<file path="src/design/xccm_pkg.sv">
// ----------------------------------------------------------------------------
// xccm_pkg
// Shared types and constants of the XOR-convolution pair counter.
// ----------------------------------------------------------------------------
package xccm_pkg;

  // Default for the top-level dimension limit
  localparam int unsigned MAX_DIM_DEF = 6;
  // Hard limit on the dimension, set by the width of the index field
  localparam int unsigned DIM_LIMIT   = 6;

  localparam int unsigned DIM_W = 3;   // dimension register
  localparam int unsigned IDX_W = 6;   // count_index
  localparam int unsigned CNT_W = 7;   // pair_count

  typedef struct packed {
    logic left_occupied;
    logic right_occupied;
  } in_req_t;

  typedef struct packed {
    logic [IDX_W-1:0] count_index;
    logic [CNT_W-1:0] pair_count;
    logic             last_count;
  } out_req_t;

  // Datapath operations issued by the sequencer
  typedef enum logic [2:0] {
    DP_IDLE,
    DP_LOAD,
    DP_READ,
    DP_SUM,
    DP_DIFF,
    DP_PROD
  } dp_op_e;

  typedef struct packed {
    dp_op_e op;
    logic   sel_b;   // butterfly works on the right vector store
  } dp_ctrl_t;

  typedef struct packed {
    logic load;      // load the output register this cycle
    logic last;      // final count of the run
  } res_ctrl_t;

endpackage

</file>
<file path="src/design/xor_convolution_count_mod_core.sv">
// ----------------------------------------------------------------------------
// xor_convolution_count_mod_core
// XOR-convolution pair counter over two occupancy vectors of length 2^p.
// ----------------------------------------------------------------------------
//   channel | direction | handshake               | payload
//   cfg     | in        | cfg_we_i                | cfg_wdata_i (dimension)
//   in      | in        | in_valid_i/in_stall_o   | in_req_i (left, right bit)
//   out     | out       | out_valid_o/out_stall_i | out_req_o (index, count, last)
//
// Loading takes one request per cycle; the last index starts the run.
// A run then performs three transforms (each butterfly reads both entries,
// then writes the sum and then the difference on the single write port of
// each store), the element-wise products and the unload of the counts.
// No clearing pass after reset. Output stall holds the unload sequencer;
// input is stalled from the last load until the final count is registered.
// ----------------------------------------------------------------------------
module xor_convolution_count_mod_core #(
  parameter int unsigned MAX_DIM = xccm_pkg::MAX_DIM_DEF
) (
  input  logic                        clk_i,
  input  logic                        rst_ni,
  input  logic                        cfg_we_i,
  input  logic [xccm_pkg::DIM_W-1:0]  cfg_wdata_i,
  input  logic                        in_valid_i,
  output logic                        in_stall_o,
  input  xccm_pkg::in_req_t           in_req_i,
  output logic                        out_valid_o,
  input  logic                        out_stall_i,
  output xccm_pkg::out_req_t          out_req_o
);

  localparam int unsigned DIM_CAP =
      (MAX_DIM < xccm_pkg::DIM_LIMIT) ? MAX_DIM : xccm_pkg::DIM_LIMIT;
  localparam int unsigned ADDR_W = DIM_CAP;

  logic [xccm_pkg::DIM_W-1:0] dimension_q;
  logic [xccm_pkg::DIM_W-1:0] shift;
  logic [xccm_pkg::CNT_W-1:0] count;
  logic [ADDR_W-1:0]          addr_lo, addr_hi;
  xccm_pkg::dp_ctrl_t         ctrl;
  xccm_pkg::res_ctrl_t        res;
  xccm_pkg::out_req_t         out_req_q;
  logic                       out_valid_q, out_valid_d;

  always_ff @(posedge clk_i or negedge rst_ni) begin
    if (!rst_ni) begin
      dimension_q <= '0;
    end else if (cfg_we_i) begin
      dimension_q <= cfg_wdata_i;
    end
  end

  xccm_seq #(
    .MAX_DIM (MAX_DIM)
  ) u_seq (
    .clk_i      (clk_i),
    .rst_ni     (rst_ni),
    .dim_i      (dimension_q),
    .in_valid_i (in_valid_i),
    .in_stall_o (in_stall_o),
    .out_full_i (out_valid_q && out_stall_i),
    .ctrl_o     (ctrl),
    .res_o      (res),
    .addr_lo_o  (addr_lo),
    .addr_hi_o  (addr_hi),
    .shift_o    (shift)
  );

  xccm_dpath #(
    .MAX_DIM (MAX_DIM)
  ) u_dpath (
    .clk_i     (clk_i),
    .ctrl_i    (ctrl),
    .addr_lo_i (addr_lo),
    .addr_hi_i (addr_hi),
    .left_i    (in_req_i.left_occupied),
    .right_i   (in_req_i.right_occupied),
    .shift_i   (shift),
    .count_o   (count)
  );

  always_comb begin
    out_valid_d = out_valid_q;
    if (res.load) begin
      out_valid_d = 1'b1;
    end else if (!out_stall_i) begin
      out_valid_d = 1'b0;
    end
  end

  always_ff @(posedge clk_i or negedge rst_ni) begin
    if (!rst_ni) begin
      out_valid_q <= 1'b0;
    end else begin
      out_valid_q <= out_valid_d;
    end
  end

  always_ff @(posedge clk_i) begin
    if (res.load) begin
      out_req_q.count_index <= xccm_pkg::IDX_W'(addr_lo);
      out_req_q.pair_count  <= count;
      out_req_q.last_count  <= res.last;
    end
  end

  assign out_valid_o = out_valid_q;
  assign out_req_o   = out_req_q;

  // never overwrite a pending result
  a_no_overwrite: assert property (@(posedge clk_i) disable iff (!rst_ni)
    res.load |-> !out_valid_q)
    else $error("result loaded over a pending result");

  a_no_result_while_loading: assert property (@(posedge clk_i) disable iff (!rst_ni)
    res.load |-> in_stall_o)
    else $error("result produced while accepting requests");

  a_ready_after_last: assert property (@(posedge clk_i) disable iff (!rst_ni)
    res.load && res.last |=> !in_stall_o)
    else $error("input still stalled after final count");

  a_stall_after_request: assert property (@(posedge clk_i) disable iff (!rst_ni)
    $rose(in_stall_o) |-> $past(in_valid_i))
    else $error("run started without an accepted request");

endmodule

</file>
<file path="src/design/xccm_dpath.sv">
// ----------------------------------------------------------------------------
// xccm_dpath
// Vector stores and the shared butterfly / multiply unit.
// ----------------------------------------------------------------------------
module xccm_dpath #(
  parameter  int unsigned MAX_DIM = xccm_pkg::MAX_DIM_DEF,
  localparam int unsigned DIM_CAP =
      (MAX_DIM < xccm_pkg::DIM_LIMIT) ? MAX_DIM : xccm_pkg::DIM_LIMIT,
  localparam int unsigned ADDR_W  = DIM_CAP
) (
  input  logic                        clk_i,
  input  xccm_pkg::dp_ctrl_t          ctrl_i,
  input  logic [ADDR_W-1:0]           addr_lo_i,
  input  logic [ADDR_W-1:0]           addr_hi_i,
  input  logic                        left_i,
  input  logic                        right_i,
  input  logic [xccm_pkg::DIM_W-1:0]  shift_i,
  output logic [xccm_pkg::CNT_W-1:0]  count_o
);

  localparam int unsigned DEPTH  = 2 ** ADDR_W;
  // Transformed 0/1 vectors stay within +-2^D, the final pass within +-2^(3D)
  localparam int unsigned OPW    = DIM_CAP + 2;
  localparam int unsigned DATA_W = 3 * DIM_CAP + 2;

  logic signed [DATA_W-1:0] mem_a [DEPTH];
  logic signed [OPW-1:0]    mem_b [DEPTH];

  logic signed [DATA_W-1:0] ra_lo_q, ra_hi_q;
  logic signed [OPW-1:0]    rb_lo_q, rb_hi_q;
  logic signed [DATA_W-1:0] diff_q;

  logic signed [DATA_W-1:0] op_a, op_b, sum_w, diff_w, prod_w, scaled;
  logic signed [2*OPW-1:0]  prod_full;

  logic                     wa_en, wb_en;
  logic [ADDR_W-1:0]        wa_addr, wb_addr;
  logic signed [DATA_W-1:0] wa_data;
  logic signed [OPW-1:0]    wb_data;

  assign op_a      = ctrl_i.sel_b ? DATA_W'(rb_lo_q) : ra_lo_q;
  assign op_b      = ctrl_i.sel_b ? DATA_W'(rb_hi_q) : ra_hi_q;
  assign sum_w     = op_a + op_b;
  assign diff_w    = op_a - op_b;
  assign prod_full = signed'(ra_lo_q[OPW-1:0]) * rb_lo_q;
  assign prod_w    = DATA_W'(prod_full);

  always_comb begin
    wa_en   = 1'b0;
    wb_en   = 1'b0;
    wa_addr = addr_lo_i;
    wb_addr = addr_lo_i;
    wa_data = sum_w;
    wb_data = OPW'(sum_w);
    case (ctrl_i.op)
      xccm_pkg::DP_LOAD: begin
        wa_en   = 1'b1;
        wb_en   = 1'b1;
        wa_data = DATA_W'(left_i);
        wb_data = OPW'(right_i);
      end
      xccm_pkg::DP_SUM: begin
        wa_en = !ctrl_i.sel_b;
        wb_en = ctrl_i.sel_b;
      end
      xccm_pkg::DP_DIFF: begin
        wa_en   = !ctrl_i.sel_b;
        wb_en   = ctrl_i.sel_b;
        wa_addr = addr_hi_i;
        wb_addr = addr_hi_i;
        wa_data = diff_q;
        wb_data = OPW'(diff_q);
      end
      xccm_pkg::DP_PROD: begin
        wa_en   = 1'b1;
        wa_data = prod_w;
      end
      default: begin
      end
    endcase
  end

  always_ff @(posedge clk_i) begin
    if (wa_en) begin
      mem_a[wa_addr] <= wa_data;
    end
    if (wb_en) begin
      mem_b[wb_addr] <= wb_data;
    end
    if (ctrl_i.op == xccm_pkg::DP_READ) begin
      ra_lo_q <= mem_a[addr_lo_i];
      ra_hi_q <= mem_a[addr_hi_i];
      rb_lo_q <= mem_b[addr_lo_i];
      rb_hi_q <= mem_b[addr_hi_i];
    end
    // hold the difference while the sum is written back
    if (ctrl_i.op == xccm_pkg::DP_SUM) begin
      diff_q <= diff_w;
    end
  end

  // Scale by 2^-p: the final values are exact multiples of 2^p
  assign scaled  = ra_lo_q >>> shift_i;
  assign count_o = xccm_pkg::CNT_W'(unsigned'(scaled));

endmodule

</file>
<file path="src/design/xccm_seq.sv">
// ----------------------------------------------------------------------------
// xccm_seq
// Load counter and sequencer for the transform, multiply and unload passes.
// ----------------------------------------------------------------------------
module xccm_seq #(
  parameter  int unsigned MAX_DIM = xccm_pkg::MAX_DIM_DEF,
  localparam int unsigned DIM_CAP =
      (MAX_DIM < xccm_pkg::DIM_LIMIT) ? MAX_DIM : xccm_pkg::DIM_LIMIT,
  localparam int unsigned ADDR_W  = DIM_CAP
) (
  input  logic                        clk_i,
  input  logic                        rst_ni,
  input  logic [xccm_pkg::DIM_W-1:0]  dim_i,
  input  logic                        in_valid_i,
  output logic                        in_stall_o,
  input  logic                        out_full_i,
  output xccm_pkg::dp_ctrl_t          ctrl_o,
  output xccm_pkg::res_ctrl_t         res_o,
  output logic [ADDR_W-1:0]           addr_lo_o,
  output logic [ADDR_W-1:0]           addr_hi_o,
  output logic [xccm_pkg::DIM_W-1:0]  shift_o
);

  localparam int unsigned DIM_W  = xccm_pkg::DIM_W;

  localparam logic [2:0] ST_LOAD   = 3'd0;
  localparam logic [2:0] ST_BF_RD  = 3'd1;
  localparam logic [2:0] ST_BF_W0  = 3'd2;
  localparam logic [2:0] ST_BF_W1  = 3'd3;
  localparam logic [2:0] ST_MUL_RD = 3'd4;
  localparam logic [2:0] ST_MUL_WR = 3'd5;
  localparam logic [2:0] ST_OUT_RD = 3'd6;
  localparam logic [2:0] ST_OUT_LD = 3'd7;

  localparam logic [1:0] PASS_LEFT  = 2'd0;
  localparam logic [1:0] PASS_RIGHT = 2'd1;
  localparam logic [1:0] PASS_FINAL = 2'd2;

  logic [2:0]        state_q, state_d;
  logic [1:0]        pass_q, pass_d;
  logic [DIM_W-1:0]  stage_q, stage_d;
  logic [DIM_W-1:0]  p_q, p_d;
  logic [ADDR_W-1:0] cnt_q, cnt_d;
  logic [ADDR_W-1:0] pos_q, pos_d;

  logic [DIM_W-1:0]  p_cur;
  logic [ADDR_W:0]   len_cur, len_run;
  logic [ADDR_W-1:0] idx, elem_last, half_last;
  logic [ADDR_W-1:0] low_mask, bf_lo, bf_hi;
  logic              load_last, in_bf;

  // Load side uses the live dimension
  assign p_cur     = (dim_i > DIM_W'(DIM_CAP)) ? DIM_W'(DIM_CAP) : dim_i;
  assign len_cur   = (ADDR_W + 1)'(1) << p_cur;
  assign idx       = ({1'b0, pos_q} >= len_cur) ? '0 : pos_q;
  assign load_last = ({1'b0, idx} == len_cur - 1'b1);

  assign len_run   = (ADDR_W + 1)'(1) << p_q;
  assign elem_last = ADDR_W'(len_run - 1'b1);
  assign half_last = ADDR_W'((len_run >> 1) - 1'b1);

  // Butterfly pair: insert a zero at bit stage of the pair count
  assign low_mask = ~({ADDR_W{1'b1}} << stage_q);
  assign bf_lo    = ((cnt_q & ~low_mask) << 1) | (cnt_q & low_mask);
  assign bf_hi    = bf_lo | (ADDR_W'(1) << stage_q);

  assign in_bf = (state_q == ST_BF_RD) || (state_q == ST_BF_W0) || (state_q == ST_BF_W1);

  assign addr_lo_o  = (state_q == ST_LOAD) ? idx : (in_bf ? bf_lo : cnt_q);
  assign addr_hi_o  = bf_hi;
  assign shift_o    = p_q;
  assign in_stall_o = (state_q != ST_LOAD);

  always_comb begin
    state_d      = state_q;
    pass_d       = pass_q;
    stage_d      = stage_q;
    p_d          = p_q;
    cnt_d        = cnt_q;
    pos_d        = pos_q;
    ctrl_o.op    = xccm_pkg::DP_IDLE;
    ctrl_o.sel_b = (pass_q == PASS_RIGHT);
    res_o.load   = 1'b0;
    res_o.last   = 1'b0;
    case (state_q)
      ST_LOAD: begin
        if (in_valid_i) begin
          ctrl_o.op = xccm_pkg::DP_LOAD;
          if (load_last) begin
            pos_d   = '0;
            p_d     = p_cur;
            cnt_d   = '0;
            stage_d = '0;
            pass_d  = PASS_LEFT;
            state_d = (p_cur == '0) ? ST_MUL_RD : ST_BF_RD;
          end else begin
            pos_d = ADDR_W'(idx + 1'b1);
          end
        end
      end
      ST_BF_RD: begin
        ctrl_o.op = xccm_pkg::DP_READ;
        state_d   = ST_BF_W0;
      end
      ST_BF_W0: begin
        ctrl_o.op = xccm_pkg::DP_SUM;
        state_d   = ST_BF_W1;
      end
      ST_BF_W1: begin
        ctrl_o.op = xccm_pkg::DP_DIFF;
        state_d   = ST_BF_RD;
        if (cnt_q == half_last) begin
          cnt_d = '0;
          if (stage_q == p_q - 1'b1) begin
            stage_d = '0;
            case (pass_q)
              PASS_LEFT:  pass_d  = PASS_RIGHT;
              PASS_RIGHT: state_d = ST_MUL_RD;
              default:    state_d = ST_OUT_RD;
            endcase
          end else begin
            stage_d = DIM_W'(stage_q + 1'b1);
          end
        end else begin
          cnt_d = ADDR_W'(cnt_q + 1'b1);
        end
      end
      ST_MUL_RD: begin
        ctrl_o.op = xccm_pkg::DP_READ;
        state_d   = ST_MUL_WR;
      end
      ST_MUL_WR: begin
        ctrl_o.op = xccm_pkg::DP_PROD;
        if (cnt_q == elem_last) begin
          cnt_d   = '0;
          pass_d  = PASS_FINAL;
          state_d = (p_q == '0) ? ST_OUT_RD : ST_BF_RD;
        end else begin
          cnt_d   = ADDR_W'(cnt_q + 1'b1);
          state_d = ST_MUL_RD;
        end
      end
      ST_OUT_RD: begin
        // read only when the output register is free by the next cycle
        if (!out_full_i) begin
          ctrl_o.op = xccm_pkg::DP_READ;
          state_d   = ST_OUT_LD;
        end
      end
      ST_OUT_LD: begin
        res_o.load = 1'b1;
        res_o.last = (cnt_q == elem_last);
        if (cnt_q == elem_last) begin
          cnt_d   = '0;
          state_d = ST_LOAD;
        end else begin
          cnt_d   = ADDR_W'(cnt_q + 1'b1);
          state_d = ST_OUT_RD;
        end
      end
      default: begin
        state_d = ST_LOAD;
      end
    endcase
  end

  always_ff @(posedge clk_i or negedge rst_ni) begin
    if (!rst_ni) begin
      state_q <= ST_LOAD;
      pass_q  <= PASS_LEFT;
      stage_q <= '0;
      p_q     <= '0;
      cnt_q   <= '0;
      pos_q   <= '0;
    end else begin
      state_q <= state_d;
      pass_q  <= pass_d;
      stage_q <= stage_d;
      p_q     <= p_d;
      cnt_q   <= cnt_d;
      pos_q   <= pos_d;
    end
  end

endmodule

</file>
<file path="config.mk">
export PLATFORM = sky130hd
export DESIGN_NAME = xor_convolution_count_mod_core
export DESIGN_NICKNAME = d
export VERILOG_FILES = /design/src/design/xccm_pkg.sv /design/src/design/xor_convolution_count_mod_core.sv /design/src/design/xccm_dpath.sv /design/src/design/xccm_seq.sv
export SDC_FILE = /design/constraint.sdc
export NUM_CORES = 2
export LEC_CHECK = 0
export BUFFER_PORTS_ARGS = -buffer_cell sky130_fd_sc_hd__clkbuf_2
export CAP_MARGIN = 20
export CORE_MARGIN = 1.5
export CORE_UTILIZATION = 30
export DETAILED_ROUTE_END_ITERATION = 10
export RECOVER_POWER = 25
export SKIP_LAST_GASP = 1
export SLEW_MARGIN = 30
export SYNTH_ARGS = -nofsm -noshare
export SYNTH_HDL_FRONTEND = slang
export SYNTH_SLANG_ARGS = --single-unit
</file>
<file path="constraint.sdc">
create_clock -name clk_i -period 18.3 [get_ports clk_i]
set_input_delay 1.83 -clock clk_i [delete_from_list [all_inputs] [get_ports clk_i]]
set_output_delay 1.83 -clock clk_i [all_outputs]
set_load 0.02 [all_outputs]
</file>
==> flow_metrics.tcl <==
set metrics [dict create \
    syn_area_um2 76030 \
    synth_most_common_cell "nand2_1" \
    drt_iter0_drc 7982 \
    synth_edf_count 1480 \
    r2r-start "u_seq.stage_q[2]$_DFFE_PN0P_" \
    slew_violations 889 \
    synth_ff_type "edfxtp_1" \
    start_util 0.3021 \
    synth_top_cell_by_area "edfxtp_1" \
    synth_area_leaders "edfxtp_1, mux4_2, nand2_1" \
    yosys-top-cells-count "nand2_1, edfxtp_1, nand3_1" \
    area_delta_synth_final_pct 12.14 \
    wl_per_cell_um 26.69 \
    worst_pin_slew_ps 3738 \
    antenna_found_initial 15 \
    cp_max_fo 34 \
    rrSetupSlack_ps 10080 \
    worstHoldPathType "reg -> reg" \
    grt_pass1_wl_um 370500 \
    drive_above_1_share 0.1390 \
    dp_cells 9322 \
    maxCapViolations 16 \
    drtAntennaViolNets 0 \
    clock-sinks 1507 \
    dr.pass1.iters 8 \
    grt_max_degree 149 \
    hold-path-endpoint "u_seq.pass_q[0]$_DFFE_PN0P_" \
    ctsResizeCount 0 \
    synth_top_cell_area_share 0.5846 \
    hpwl_um 153600 \
    ys_ff_latch 1507 \
    hold_viol_final 0 \
    synth-seq-area-share 0.5935 \
    critPathLaunchType "flop" \
    grt_pass1_vias 53340 \
    pre_cts_ws_ps 11530 \
    crit_arrival_ps 8910 \
    cts_root_buf "clkbuf_16" \
    outcome "finished with violations" \
    vias 54930 \
    cts_hold_buf 0 \
    yosys_warnings 0 \
    slew_headroom -1.492 \
    final_util 0.3388 \
    viasPerCell 5.712 \
    insertion_delay_ps 840 \
    ys_async_sr_fraction 0.01792 \
    syn_inst 6270 \
    r2r_end "u_dpath.ra_lo_q[8]$_DFFE_PN_" \
    setup_ws_ps 10080 \
    violations "max-capacitance violations, max-slew violations" \
    cts_buffers 154 \
    worstRegToRegCells 14 \
    setup_tns_ps 0 \
    layoutNonFillerInstCount 9617 \
    critPathCaptureType "flop" \
    syn_avg_cell_area_um2 12.13 \
    fmax_mhz 121.7 \
    grt_use_total 0.1949 \
    fin_nets 6264 \
    cts_tree "yes" \
    rsz0062_at_grt "no" \
    hold_path.startpoint "u_seq.pass_q[0]$_DFFE_PN0P_" \
    whs_path_depth 1 \
    postCtsSetupBuffers 0 \
    cts_max_level 4 \
    clkTransAtPathRegs_ps 70 \
    syn_nets 6404 \
    postRouteWirelength_um 256700 \
    synth_cell_types 79 \
    io_pins 26 \
    io_buffers 25 \
    fp-row-count 184 \
    final.setup_skew_ps 47.73 \
    worstPathRequired_ps 18990 \
    post-route-min-period_ps 8216 \
    gp_congestion 0.8790 \
    die_x_um 506.4 \
    path_class "reg -> reg" \
    core_um2 251600 \
    fin_crit_sh 0.4490 \
    post-route-drc-count 0 \
    grt_overflow 0 \
    setup_viol 0 \
    cts_buffer_depth 3 \
    fillers 24430 \
    die_y_um 506.4 \
    dieArea_um2 256400 \
]
==> worst max-delay path by stage <==
stage               slack (ps)                          from  depth (start not counted)                              to
floorplan                11780  u_dpath.ra_lo_q[6]$_DFFE_PN_                         19  u_dpath.mem_a[0][13]$_DFFE_PP_
global placement         11670    dimension_q[2]$_DFFE_PN0P_                         15    u_dpath.rb_lo_q[6]$_DFFE_PN_
detailed placement       11530    dimension_q[2]$_DFFE_PN0P_                         15    u_dpath.rb_lo_q[6]$_DFFE_PN_
CTS                      11510    dimension_q[2]$_DFFE_PN0P_                         15    u_dpath.rb_lo_q[6]$_DFFE_PN_
global route             10200  u_seq.stage_q[2]$_DFFE_PN0P_                         14    u_dpath.ra_lo_q[8]$_DFFE_PN_
finish                   10080  u_seq.stage_q[2]$_DFFE_PN0P_                         14    u_dpath.ra_lo_q[8]$_DFFE_PN_
==> flip-flops by register name, indices dropped and copies added (netlist names), 6 cells and up <==
signal           cells
u_dpath.ra_lo_q     14
u_dpath.mem_a      896
u_dpath.mem_b      512
out_req_o           14
u_dpath.rb_lo_q      8
u_dpath.ra_hi_q     14
u_seq.cnt_q          6
u_dpath.rb_hi_q      8
u_seq.pos_q          6
u_dpath.diff_q      14
==> layer usage <==
layer | routed length (um) | vias to the layer above | GRT usage
met1 | 97160 | 27500 | 0.2558
met4 | 12470 | 12 | 0.08927
li1 | - | 23040 | -
met3 | 29620 | 652 | 0.04402
met2 | 117300 | 3732 | 0.3064
met5 | 64 | - | 0
==> cell families after synthesis <==
kind of cell    count (synthesis)  synth area share
buf+inv                       593           0.03351
flops                        1507            0.5935
fa+ha+maj                     124           0.02534
xor+xnor                       63          0.007258
mux                           430            0.1149
simple gates                 2667            0.1518
compound gates                886           0.07371
==> placed cells by master (no fill, tap or decap), types with 10 or more instances in the layout <==
cell type,synthesis,routed
a211oi_1,116,116
a21oi_1,376,373
a311oi_1,44,43
a31oi_1,96,96
a32oi_1,23,23
and2_1,128,127
and4_1,21,21
buf_12,0,10
buf_4,31,114
bufinv_16,0,16
clkbuf_1,220,67
clkbuf_16,0,154
clkinv_1,0,25
clkinv_2,0,27
clkinvlp_4,0,10
dfrtp_1,27,27
edfxtp_1,1480,1480
fa_1,50,50
ha_1,74,74
inv_1,127,127
mux2i_1,65,65
mux4_2,353,353
nand2_1,1600,1591
nand2b_1,15,16
nand3_1,488,485
nand4_1,25,25
nor2_1,223,140
nor2_2,3,60
nor2_4,1,27
nor2b_1,20,19
nor3_1,63,63
nor4_1,47,47
o211ai_1,67,67
o21ai_0,69,62
xnor2_1,47,47
xor2_1,16,16
==> critical path: stages (launching register included) <==
cell and delay [ps]:
dfrtp_1 730, inv_1 280, ha_1 370, a2bb2oi_1 180, o21ai_1 130, a21boi_1 220, a41oi_4 220, buf_4 400
clkbuf_1 2020, inv_2 950, nor2_4 790, buf_4 670, nand3_1 190, o211ai_1 510, and4_1 340
==> area by class of cell <==
type	count	area (um^2)	area share
Sequential cell	1507	45120	0.5292
Clock buffer	189	4005	0.04698
Multi-Input combinational cell	4170	29050	0.3407
Inverter	131	514.2	0.006032
Tap cell	3348	4189	0.04913
Timing Repair Buffer	166	1230	0.01443
Clock inverter	98	1131	0.01327
Antenna cell	8	20.02	0.0002348
==> stage by stage <==
stage / hold WS [ps] / area (um^2)
after floorplan: 537.1 / 76030
after global placement: 580.0 / 79970
after detailed placement: 571.4 / 80170
after CTS: 591.9 / 85310
after global routing: 632.7 / 85240
final: 595.8 / 85260
Power is not shown: default switching activity piles up to over one toggle a cycle in this logic, so the estimate is an artifact.
